## src/hw/rtl/upmx_pkg.sv

```systemverilog
package upmx_pkg;

  localparam int unsigned SMP_W  = 32;
  localparam int unsigned ACC_W  = 36;   // five doubled Q31 products, exact
  localparam int unsigned PC_W   = 4;
  localparam int unsigned FILT_W = 3;
  localparam int unsigned NUM_FILT = 5;
  localparam int unsigned NUM_TAPS = 4;

  typedef logic signed [SMP_W-1:0] q31_t;
  typedef logic signed [ACC_W-1:0] acc_t;
  typedef logic [PC_W-1:0]         pc_t;
  typedef logic [FILT_W-1:0]       filt_t;

  // multiplier A operand
  localparam logic A_GAIN = 1'b0;
  localparam logic A_COEF = 1'b1;

  // multiplier B operand
  localparam logic [2:0] B_IN_L = 3'd0;
  localparam logic [2:0] B_RX   = 3'd1;
  localparam logic [2:0] B_X    = 3'd2;
  localparam logic [2:0] B_T0   = 3'd3;
  localparam logic [2:0] B_T1   = 3'd4;
  localparam logic [2:0] B_T2   = 3'd5;
  localparam logic [2:0] B_T3   = 3'd6;

  // accumulator ops on the registered product
  localparam logic [1:0] ACC_HOLD = 2'd0;
  localparam logic [1:0] ACC_LOAD = 2'd1;
  localparam logic [1:0] ACC_ADD  = 2'd2;
  localparam logic [1:0] ACC_SUB  = 2'd3;

  // filter pointer ops
  localparam logic [1:0] FP_HOLD  = 2'd0;
  localparam logic [1:0] FP_FIRST = 2'd1;
  localparam logic [1:0] FP_NEXT  = 2'd2;

  // sequencer jumps
  localparam logic [2:0] JMP_NONE     = 3'd0;
  localparam logic [2:0] JMP_WAIT_IN  = 3'd1;
  localparam logic [2:0] JMP_PASS     = 3'd2;
  localparam logic [2:0] JMP_LOOP     = 3'd3;
  localparam logic [2:0] JMP_WAIT_OUT = 3'd4;
  localparam logic [2:0] JMP_RESTART  = 3'd5;

  // coefficient indexes
  localparam logic [2:0] C_A0 = 3'd0;
  localparam logic [2:0] C_A1 = 3'd1;
  localparam logic [2:0] C_A2 = 3'd2;
  localparam logic [2:0] C_B1 = 3'd3;
  localparam logic [2:0] C_B2 = 3'd4;

  // program addresses
  localparam pc_t STEP_IDLE = 4'd0;
  localparam pc_t STEP_MAC0 = 4'd3;
  localparam pc_t STEP_DONE = 4'd10;

  // filter ids, also tap memory rows
  localparam filt_t F_HPL = 3'd0;
  localparam filt_t F_LPL = 3'd1;
  localparam filt_t F_LPC = 3'd2;
  localparam filt_t F_HPR = 3'd3;
  localparam filt_t F_LPR = 3'd4;

  // result destinations
  localparam logic [1:0] DST_FL  = 2'd0;
  localparam logic [1:0] DST_FR  = 2'd1;
  localparam logic [1:0] DST_CTR = 2'd2;

  typedef struct packed {
    logic       a_sel;
    logic [2:0] c_idx;
    logic [2:0] b_sel;
    logic [1:0] acc_op;
    logic       st_sl;
    logic       st_sr;
    logic       wb;
    logic [1:0] fp_op;
    logic [2:0] jmp;
  } ctl_t;

  typedef struct packed {
    logic in_ready;
    logic out_load;
  } seq_stat_t;

  function automatic ctl_t ucode(input pc_t pc);
    ctl_t w;
    w = '{a_sel: A_GAIN, c_idx: C_A0, b_sel: B_X, acc_op: ACC_HOLD, st_sl: 1'b0,
          st_sr: 1'b0, wb: 1'b0, fp_op: FP_HOLD, jmp: JMP_NONE};
    unique case (pc)
      4'd0: begin w.b_sel = B_IN_L; w.jmp = JMP_WAIT_IN; end
      4'd1: begin w.b_sel = B_RX; w.st_sl = 1'b1; end
      4'd2: begin w.st_sr = 1'b1; w.fp_op = FP_FIRST; w.jmp = JMP_PASS; end
      4'd3: begin w.a_sel = A_COEF; w.c_idx = C_A0; w.b_sel = B_X; end
      4'd4: begin
        w.a_sel = A_COEF; w.c_idx = C_A1; w.b_sel = B_T0; w.acc_op = ACC_LOAD;
      end
      4'd5: begin
        w.a_sel = A_COEF; w.c_idx = C_A2; w.b_sel = B_T1; w.acc_op = ACC_ADD;
      end
      4'd6: begin
        w.a_sel = A_COEF; w.c_idx = C_B1; w.b_sel = B_T2; w.acc_op = ACC_ADD;
      end
      4'd7: begin
        w.a_sel = A_COEF; w.c_idx = C_B2; w.b_sel = B_T3; w.acc_op = ACC_SUB;
      end
      4'd8: begin w.acc_op = ACC_SUB; end
      4'd9: begin w.wb = 1'b1; w.fp_op = FP_NEXT; w.jmp = JMP_LOOP; end
      4'd10: begin w.jmp = JMP_WAIT_OUT; end
      default: begin w.jmp = JMP_RESTART; end
    endcase
    return w;
  endfunction

  // halved coefficients, Q1.31
  function automatic q31_t coef(input logic lp, input logic [2:0] idx);
    q31_t c;
    c = '0;
    if (lp) begin
      case (idx)
        C_A0, C_A2: c = 32'sd4952781;
        C_A1:       c = 32'sd9905562;
        C_B1:       c = -32'sd1931765060;
        C_B2:       c = 32'sd877797259;
        default:    c = '0;
      endcase
    end else begin
      case (idx)
        C_A0, C_A2: c = 32'sd1020910595;
        C_A1:       c = -32'sd2041821189;
        C_B1:       c = -32'sd2039393731;
        C_B2:       c = 32'sd970837673;
        default:    c = '0;
      endcase
    end
    return c;
  endfunction

  function automatic filt_t filt_first(input logic lp);
    return lp ? F_LPL : F_HPL;
  endfunction

  function automatic filt_t filt_next(input filt_t f);
    filt_t n;
    case (f)
      F_LPL:   n = F_LPC;
      F_LPC:   n = F_LPR;
      F_HPL:   n = F_HPR;
      default: n = f;
    endcase
    return n;
  endfunction

  function automatic logic filt_last(input filt_t f);
    return (f == F_LPR) || (f == F_HPR);
  endfunction

  function automatic logic filt_is_lp(input filt_t f);
    logic r;
    case (f) inside
      F_LPL, F_LPC, F_LPR: r = 1'b1;
      default:             r = 1'b0;
    endcase
    return r;
  endfunction

  function automatic logic filt_uses_right(input filt_t f);
    return (f == F_HPR) || (f == F_LPR);
  endfunction

  function automatic logic [1:0] filt_dest(input filt_t f);
    logic [1:0] d;
    case (f) inside
      F_LPL, F_HPL: d = DST_FL;
      F_LPC:        d = DST_CTR;
      default:      d = DST_FR;
    endcase
    return d;
  endfunction

endpackage

```

## src/hw/rtl/upmx_seq.sv

```systemverilog
// Program counter, control ROM and filter pointer.
module upmx_seq (
  input  logic                   clk,
  input  logic                   rst_n,
  input  logic                   in_valid,
  input  logic                   out_free,
  input  logic                   mode_lp,
  input  logic                   mode_pass,
  output upmx_pkg::ctl_t         ctl,
  output upmx_pkg::filt_t        fp,
  output upmx_pkg::filt_t        rd_row,
  output upmx_pkg::seq_stat_t    stat
);

  upmx_pkg::pc_t   pc_r, pc_nxt;
  upmx_pkg::filt_t fp_r, fp_nxt;
  upmx_pkg::ctl_t  word;

  assign word = upmx_pkg::ucode(pc_r);

  always_comb begin
    pc_nxt = pc_r + upmx_pkg::pc_t'(1);
    stat.in_ready = 1'b0;
    stat.out_load = 1'b0;
    unique case (word.jmp)
      upmx_pkg::JMP_NONE: ;
      upmx_pkg::JMP_WAIT_IN: begin
        stat.in_ready = 1'b1;
        if (!in_valid) pc_nxt = pc_r;
      end
      upmx_pkg::JMP_PASS: begin
        if (mode_pass) pc_nxt = upmx_pkg::STEP_DONE;
      end
      upmx_pkg::JMP_LOOP: begin
        if (!upmx_pkg::filt_last(fp_r)) pc_nxt = upmx_pkg::STEP_MAC0;
      end
      upmx_pkg::JMP_WAIT_OUT: begin
        if (out_free) begin
          stat.out_load = 1'b1;
          pc_nxt = upmx_pkg::STEP_IDLE;
        end else begin
          pc_nxt = pc_r;
        end
      end
      default: pc_nxt = upmx_pkg::STEP_IDLE;
    endcase
  end

  always_comb begin
    unique case (word.fp_op)
      upmx_pkg::FP_FIRST: fp_nxt = upmx_pkg::filt_first(mode_lp);
      upmx_pkg::FP_NEXT:  fp_nxt = upmx_pkg::filt_next(fp_r);
      default:            fp_nxt = fp_r;
    endcase
  end

  always_ff @(posedge clk) begin
    if (!rst_n) begin
      pc_r <= upmx_pkg::STEP_IDLE;
      fp_r <= upmx_pkg::F_HPL;
    end else begin
      pc_r <= pc_nxt;
      fp_r <= fp_nxt;
    end
  end

  assign ctl    = word;
  assign fp     = fp_r;
  assign rd_row = fp_nxt;

endmodule

```

## src/hw/rtl/upmx_dp.sv

```systemverilog
// Shared 32x32 multiplier, accumulator, tap memory and result registers.
module upmx_dp (
  input  logic             clk,
  input  logic             rst_n,
  input  upmx_pkg::ctl_t   ctl,
  input  upmx_pkg::filt_t  fp,
  input  upmx_pkg::filt_t  rd_row,
  input  logic             in_accept,
  input  upmx_pkg::q31_t   in_left,
  input  upmx_pkg::q31_t   in_right,
  input  upmx_pkg::q31_t   gain,
  output upmx_pkg::q31_t   sl,
  output upmx_pkg::q31_t   sr,
  output upmx_pkg::q31_t   fl,
  output upmx_pkg::q31_t   fr,
  output upmx_pkg::q31_t   ctr
);

  typedef logic [upmx_pkg::NUM_TAPS-1:0][upmx_pkg::SMP_W-1:0] tap_row_t;

  localparam upmx_pkg::q31_t Q_MAX = 32'sh7fff_ffff;
  localparam upmx_pkg::q31_t Q_MIN = 32'sh8000_0000;

  tap_row_t tap_mem [upmx_pkg::NUM_FILT];
  logic [upmx_pkg::NUM_FILT-1:0] tap_vld_r;
  tap_row_t row_r;

  upmx_pkg::q31_t rx_r, sl_r, sr_r, fl_r, fr_r, ctr_r, prod_r, prod_nxt;
  upmx_pkg::acc_t acc_r, acc_nxt, prod2;
  upmx_pkg::q31_t mul_a, mul_b, x, y;
  logic signed [2*upmx_pkg::SMP_W-1:0] prod_full;
  logic signed [upmx_pkg::SMP_W:0]     prod_sh;

  assign x = upmx_pkg::filt_uses_right(fp) ? sr_r : sl_r;

  always_comb begin
    mul_a = (ctl.a_sel == upmx_pkg::A_COEF) ?
            upmx_pkg::coef(upmx_pkg::filt_is_lp(fp), ctl.c_idx) : gain;
    case (ctl.b_sel)
      upmx_pkg::B_IN_L: mul_b = in_left;
      upmx_pkg::B_RX:   mul_b = rx_r;
      upmx_pkg::B_T0:   mul_b = upmx_pkg::q31_t'(row_r[0]);
      upmx_pkg::B_T1:   mul_b = upmx_pkg::q31_t'(row_r[1]);
      upmx_pkg::B_T2:   mul_b = upmx_pkg::q31_t'(row_r[2]);
      upmx_pkg::B_T3:   mul_b = upmx_pkg::q31_t'(row_r[3]);
      default:          mul_b = x;
    endcase
  end

  // floor(a*b / 2^31), saturated; only -1 * -1 overflows
  always_comb begin
    prod_full = mul_a * mul_b;
    prod_sh   = prod_full[2*upmx_pkg::SMP_W-1:upmx_pkg::SMP_W-1];
    if (prod_sh[upmx_pkg::SMP_W] != prod_sh[upmx_pkg::SMP_W-1])
      prod_nxt = prod_sh[upmx_pkg::SMP_W] ? Q_MIN : Q_MAX;
    else
      prod_nxt = prod_sh[upmx_pkg::SMP_W-1:0];
  end

  assign prod2 = {{(upmx_pkg::ACC_W-upmx_pkg::SMP_W-1){prod_r[upmx_pkg::SMP_W-1]}},
                  prod_r, 1'b0};

  always_comb begin
    case (ctl.acc_op)
      upmx_pkg::ACC_LOAD: acc_nxt = prod2;
      upmx_pkg::ACC_ADD:  acc_nxt = acc_r + prod2;
      upmx_pkg::ACC_SUB:  acc_nxt = acc_r - prod2;
      default:            acc_nxt = acc_r;
    endcase
  end

  always_comb begin
    if (&acc_r[upmx_pkg::ACC_W-1:upmx_pkg::SMP_W-1] ||
        ~|acc_r[upmx_pkg::ACC_W-1:upmx_pkg::SMP_W-1])
      y = acc_r[upmx_pkg::SMP_W-1:0];
    else
      y = acc_r[upmx_pkg::ACC_W-1] ? Q_MIN : Q_MAX;
  end

  always_ff @(posedge clk) begin
    if (!rst_n) begin
      tap_vld_r <= '0;
    end else if (ctl.wb) begin
      tap_vld_r[fp] <= 1'b1;
    end
  end

  // taps per row: x(n-1), x(n-2), y(n-1), y(n-2); invalid rows read zero
  always_ff @(posedge clk) begin
    row_r <= tap_vld_r[rd_row] ? tap_mem[rd_row] : '0;
    if (ctl.wb) begin
      tap_mem[fp] <= {row_r[2], y, row_r[0], x};
    end
  end

  always_ff @(posedge clk) begin
    prod_r <= prod_nxt;
    acc_r  <= acc_nxt;
    if (in_accept) rx_r <= in_right;
    if (ctl.st_sl) sl_r <= prod_r;
    if (ctl.st_sr) sr_r <= prod_r;
    if (ctl.wb) begin
      case (upmx_pkg::filt_dest(fp))
        upmx_pkg::DST_FL:  fl_r  <= y;
        upmx_pkg::DST_CTR: ctr_r <= y;
        default:           fr_r  <= y;
      endcase
    end
  end

  assign sl  = sl_r;
  assign sr  = sr_r;
  assign fl  = fl_r;
  assign fr  = fr_r;
  assign ctr = ctr_r;

endmodule

```

## src/hw/rtl/stereo_to_five_channel_biquad_upmix_unit.sv

```systemverilog
// Stereo to five-channel upmixer. One transaction on the in_ side carries a stereo
// Q1.31 frame; one transaction on the out_ side returns front left, front right,
// center, surround left and surround right. Both inputs are scaled by input_gain
// (surrounds carry the scaled values). Lowpass mode runs three direct-form-1
// biquads (left, center, right), highpass mode two, pass mode none. Every
// multiply goes through a single 32x32 multiplier driven by a microcoded
// sequencer, one multiply per cycle unless the sequencer waits for a frame
// or for the output register. A finished result waits in the output
// register while the next frame is already being worked on. Filter taps
// persist across mode changes.
// Configuration: index 0 filter_enable_lowpass, 1 bypass_highpass,
// 2 input_gain; index 3 is ignored. Write configuration only while idle.
module stereo_to_five_channel_biquad_upmix_unit #(
  parameter int SAMPLE_BITS = 32   // 16..32; output LSBs below this are cleared
) (
  input  logic         clk,
  input  logic         rst_n,
  input  logic         in_tvalid,
  output logic         in_tready,
  input  logic [63:0]  in_tdata,   // left_sample, right_sample
  output logic         out_tvalid,
  input  logic         out_tready,
  output logic [159:0] out_tdata,  // front_left, front_right, center_out,
                                   // surround_left, surround_right
  input  logic         cfg_valid,
  output logic         cfg_ready,
  input  logic [1:0]   cfg_index,
  input  logic [31:0]  cfg_data
);

  localparam logic [1:0] REG_LOWPASS = 2'd0;
  localparam logic [1:0] REG_BYPASS  = 2'd1;
  localparam logic [1:0] REG_GAIN    = 2'd2;

  localparam logic [31:0] OUT_MASK = ~((32'd1 << (32 - SAMPLE_BITS)) - 32'd1);

  // config registers
  logic           lp_r, byp_r;
  upmx_pkg::q31_t gain_r;
  logic           mode_pass;

  upmx_pkg::ctl_t      ctl;
  upmx_pkg::filt_t     fp, rd_row;
  upmx_pkg::seq_stat_t stat;

  upmx_pkg::q31_t sl, sr, fl, fr, ctr;
  logic           in_accept, out_free;

  logic           out_vld_r;
  logic [159:0]   out_data_r, out_data_nxt;

  assign cfg_ready = 1'b1;
  assign mode_pass = !lp_r && byp_r;

  always_ff @(posedge clk) begin
    if (!rst_n) begin
      lp_r   <= 1'b1;
      byp_r  <= 1'b0;
      gain_r <= 32'sh4000_0000;
    end else if (cfg_valid) begin
      case (cfg_index)
        REG_LOWPASS: lp_r   <= cfg_data[0];
        REG_BYPASS:  byp_r  <= cfg_data[0];
        REG_GAIN:    gain_r <= cfg_data;
        default: ;
      endcase
    end
  end

  assign in_tready = stat.in_ready;
  assign in_accept = in_tvalid && stat.in_ready;
  assign out_free  = !out_vld_r || out_tready;

  upmx_seq u_seq (
    .clk       (clk),
    .rst_n     (rst_n),
    .in_valid  (in_tvalid),
    .out_free  (out_free),
    .mode_lp   (lp_r),
    .mode_pass (mode_pass),
    .ctl       (ctl),
    .fp        (fp),
    .rd_row    (rd_row),
    .stat      (stat)
  );

  upmx_dp u_dp (
    .clk       (clk),
    .rst_n     (rst_n),
    .ctl       (ctl),
    .fp        (fp),
    .rd_row    (rd_row),
    .in_accept (in_accept),
    .in_left   (in_tdata[31:0]),
    .in_right  (in_tdata[63:32]),
    .gain      (gain_r),
    .sl        (sl),
    .sr        (sr),
    .fl        (fl),
    .fr        (fr),
    .ctr       (ctr)
  );

  // pass mode forwards scaled samples; center is zero outside lowpass
  always_comb begin
    out_data_nxt[31:0]    = (mode_pass ? sl : fl) & OUT_MASK;
    out_data_nxt[63:32]   = (mode_pass ? sr : fr) & OUT_MASK;
    out_data_nxt[95:64]   = (lp_r ? ctr : '0) & OUT_MASK;
    out_data_nxt[127:96]  = sl & OUT_MASK;
    out_data_nxt[159:128] = sr & OUT_MASK;
  end

  always_ff @(posedge clk) begin
    if (!rst_n) begin
      out_vld_r <= 1'b0;
    end else if (stat.out_load) begin
      out_vld_r <= 1'b1;
    end else if (out_tready) begin
      out_vld_r <= 1'b0;
    end
  end

  always_ff @(posedge clk) begin
    if (stat.out_load) out_data_r <= out_data_nxt;
  end

  assign out_tvalid = out_vld_r;
  assign out_tdata  = out_data_r;

  // sequencer is idle right after reset
  a_idle_after_reset: assert property (@(posedge clk) !rst_n |=> in_tready)
    else $error("sequencer not idle after reset");

  // an accepted frame moves the sequencer off its idle step
  a_busy_after_accept: assert property (@(posedge clk) disable iff (!rst_n)
    in_accept |=> !in_tready)
    else $error("frame accepted but sequencer stayed idle");

  // loading a result returns to idle and presents the result
  a_load_then_idle: assert property (@(posedge clk) disable iff (!rst_n)
    stat.out_load |=> (out_tvalid && in_tready))
    else $error("result load did not present data or return to idle");

endmodule

```

## config.mk

```make
export PLATFORM = sky130hd
export DESIGN_NAME = stereo_to_five_channel_biquad_upmix_unit
export DESIGN_NICKNAME = d
export VERILOG_FILES = /design/src/hw/rtl/upmx_pkg.sv /design/src/hw/rtl/upmx_seq.sv /design/src/hw/rtl/upmx_dp.sv /design/src/hw/rtl/stereo_to_five_channel_biquad_upmix_unit.sv
export SDC_FILE = /design/constraint.sdc
export NUM_CORES = 2
export LEC_CHECK = 0
export BUFFER_PORTS_ARGS = -buffer_cell sky130_fd_sc_hd__buf_2
export CAP_MARGIN = 20
export CELL_PAD_IN_SITES_DETAIL_PLACEMENT = 1
export CELL_PAD_IN_SITES_GLOBAL_PLACEMENT = 2
export CORE_MARGIN = 2
export CORE_UTILIZATION = 44
export DETAILED_ROUTE_END_ITERATION = 8
export PLACE_DENSITY = 0.85
export REMOVE_ABC_BUFFERS = 1
export SLEW_MARGIN = 40
export SYNTH_ARGS = -nofsm -noshare
export SYNTH_HDL_FRONTEND = slang
export SYNTH_SLANG_ARGS = --single-unit
```

## constraint.sdc

```tcl
create_clock -name clk -period 15.2 [get_ports clk]
set_clock_uncertainty 0.2 [all_clocks]
set_input_delay 3.04 -clock clk [delete_from_list [all_inputs] [get_ports clk]]
set_output_delay 3.04 -clock clk [all_outputs]
set_load 0.005 [all_outputs]
```

==> metrics.md <==
| Metric | Value |
|---|---|
| Syn Inst Count | `7308` |
| Final min period | `13.33 ns` |
| RSZ-0062 raised after global routing | `false` |
| Slowest CP cell | `a32oi_2` |
| Post-CTS Hold Buffers | `0` |
| HP Start | `gain_r[1]$_SDFFE_PN0P_` |
| Initial DRT Pass Iterations | `5` |
| CTS tree | `built` |
| CP Launch Type | `flop` |
| Most common cell after layout, fill and taps aside | `inv_1` |
| Critical path endpoint category | `flop` |
| Via density | `5.79` |
| Peak Freq | `75.0 MHz` |
| Post-CTS setup buffer count | `0` |
| Final core occ | `49.2%` |
| Worst Hold Path EP | `gain_r[1]$_SDFFE_PN0P_` |
| Layout cells sized above 1 | `10.8%` |
| # setup viols final | `0` |
| Via count | `58400` |
| DR WL/cell | `29.7 um` |
| Main synth FF type | `edfxtp_1` |
| Max_slew headroom | `35.5%` |
| Post-route cell area | `92200 um^2` |
| Post-DP HPWL | `215000 um` |
| Reg2Reg Depth | `36` |
| Final ANT Viol Nets | `0` |
| DP Area | `88100 um^2` |
| Vias in the first global route | `63600` |
| CP max stage delay | `0.82 ns` |
| Synth Cell Area | `82900 um^2` |
| Synth unique cells | `89` |
| Slew Viols, Final | `0` |
| Die area | `192000 um^2` |
| PortBufs | `264` |
| Worst R2R Start | `u_seq.pc_r[2]$_SDFFE_PN0P_` |
| Fin crit share | `87.7%` |
| Hold/Removal Path Class | `flop to flop` |
| DR iter-0 viols | `5105` |
| Root Driver | `clkbuf_16` |
| Sequential cell area fraction in the yosys report | `42.2%` |
| Die Y | `438 um` |
| Gr usage total | `31.2%` |
| CTS Sinks | `1234` |
| Max-Cap Viols | `0` |
| Yosys warning count | `0` |
| Actual slew at the worst max-slew pin | `0.968 ns` |
| GRT overflow | `0` |
| Critical Path Most Common Cell | `fa_1` |
| Status | `finished clean` |
| Post-synth EDFFs | `1027` |
| Remaining DRCs | `0` |
| Placer Congestion | `0.974` |
| Syn avg cell area | `11.4 um^2` |
| R2R Setup Slk | `1.87 ns` |
| Core ar. | `188000 um^2` |
| H-tree depth | `3` |
| Crit path DAT | `13.86 ns` |
| Largest net degree at the start of global routing | `129` |
| PostCTS Resize Cnt | `0` |
| I/O Pins | `266` |
| Placement Rows | `159` |
| Initial antenna violation count | `18` |
| Synth-to-layout area growth | `11.2%` |
| Final hold vios | `0` |
| Worst reg2reg endpoint | `u_dp.prod_r[27]$_DFF_P_` |
| Largest area contributor in the netlist | `edfxtp_1` |
| Post-synth top area share | `37.2%` |
| Synth top area cells | `edfxtp_1, fa_1, dfxtp_1` |
| #FFs+latches synth | `1234` |
| Critical path class | `flop to flop` |
| CTS clock-pin slew for the worst setup and hold paths | `0.07 ns` |
| Asr flop ratio synth | `0%` |
| Hold Path Cell Cnt | `2` |
| Die Width | `438 um` |
| Req. time, crit path | `15.73 ns` |
| Nets | `8881` |
| Clk_lat worst skew | `0.79 ns` |
| Clock Path Buffers | `3` |
| Final WL | `300000 um` |
| Critical Path Fanout Max | `24` |
| First-pass GRT wire length | `435000 um` |
| Highest-count cells in the layout ignoring fill and taps | `inv_1, fa_1, nand2_1` |
| CTS Buf Count | `114` |
| Initial Util | `44.2%` |
worst max-delay path by stage:
stage	startpoint	endpoint	slack, ns
after detailed placement	in_tdata[6]	u_dp.prod_r[1]$_DFF_P_	1.64
after global routing	u_seq.pc_r[0]$_SDFFE_PN0P_	u_dp.prod_r[19]$_DFF_P_	1.48
after CTS	u_seq.pc_r[2]$_SDFFE_PN0P_	u_dp.prod_r[27]$_DFF_P_	2.19
after global placement	in_tdata[5]	u_dp.prod_r[22]$_DFF_P_	1.46
after floorplan	u_seq.pc_r[0]$_SDFFE_PN0P_	u_dp.row_r[0]$_SDFF_PN0_	-1.11
final	u_seq.pc_r[2]$_SDFFE_PN0P_	u_dp.prod_r[27]$_DFF_P_	1.87
cells in the mapped netlist (74+ instances only):
master	n
nand2_1	1035
ha_1	222
clkbuf_1	366
inv_1	1099
and2_1	209
edfxtp_1	1027
a21oi_1	245
a21o_1	74
fa_1	1082
nor2_1	632
dfxtp_1	207
a211oi_1	136
a311oi_1	130
routing by layer:
metal  global-route usage (%)  vias to the layer above  part of all wire [%]
met3                     5.38                      727                   7.6
met1                     39.5                    31000                    38
met5                        0                        -                 0.011
met2                     51.2                     2417                    47
met4                     17.0                        4                   6.5
li1                         -                    24200                     -
kinds of logic after synthesis:
kind of cell,count (synthesis),synth area share [%]
compound gates,997,8.48
xor+xnor,112,1.18
fa+ha+maj,1305,29.5
buf+inv,1497,6.82
flops,1234,42.2
mux,104,1.35
other cells,1,0.00452
simple gates,2058,10.5
per-stage QoR:
stage / TNS [ns] / hold WS (ns) / std cells / setup slack, ns
5_1_grt: 0 / 0.294 / 10100 / 1.48
4_1_cts: 0 / 0.270 / 10100 / 2.19
6_report: 0 / 0.271 / 10100 / 1.87
2_1_floorplan: -142.30 / 0.232 / 6911 / -1.11
3_5_place_dp: 0 / 0.256 / 9852 / 1.64
3_3_place_gp: 0 / 0.240 / 9832 / 1.46
area by class of cell:
class	instances	area [um^2]
fillers	19700	95400
multi-input cells	4577	43000
flip-flops and latches	1234	35000
inverters	1100	4130
well taps	2495	3120
clock buffers	136	3000
repair buffers	447	2950
clock inverters	81	1070
diodes	7	17.5
state kept, by name, indices dropped and copies added, names as in the netlist, 35 cells and up:
name / flops
out_tdata: 160
u_dp.row_r: 128
u_dp.tap_mem: 640
u_dp.acc_r: 35
critical path, delay by kind of cell (launching register included):
family,cells,cell delay (ns)
adder cells (fa/ha/maj),9,4.33
AO/OA/AOI/OAI,10,3.26
flip-flops,1,0.74
AND/OR/NAND/NOR,9,3.19
buffers and inverters,8,1.46
Power is left out: the tool's default activity adds up to more than one toggle a clock period on the data nets, which glitch-free logic cannot reach.
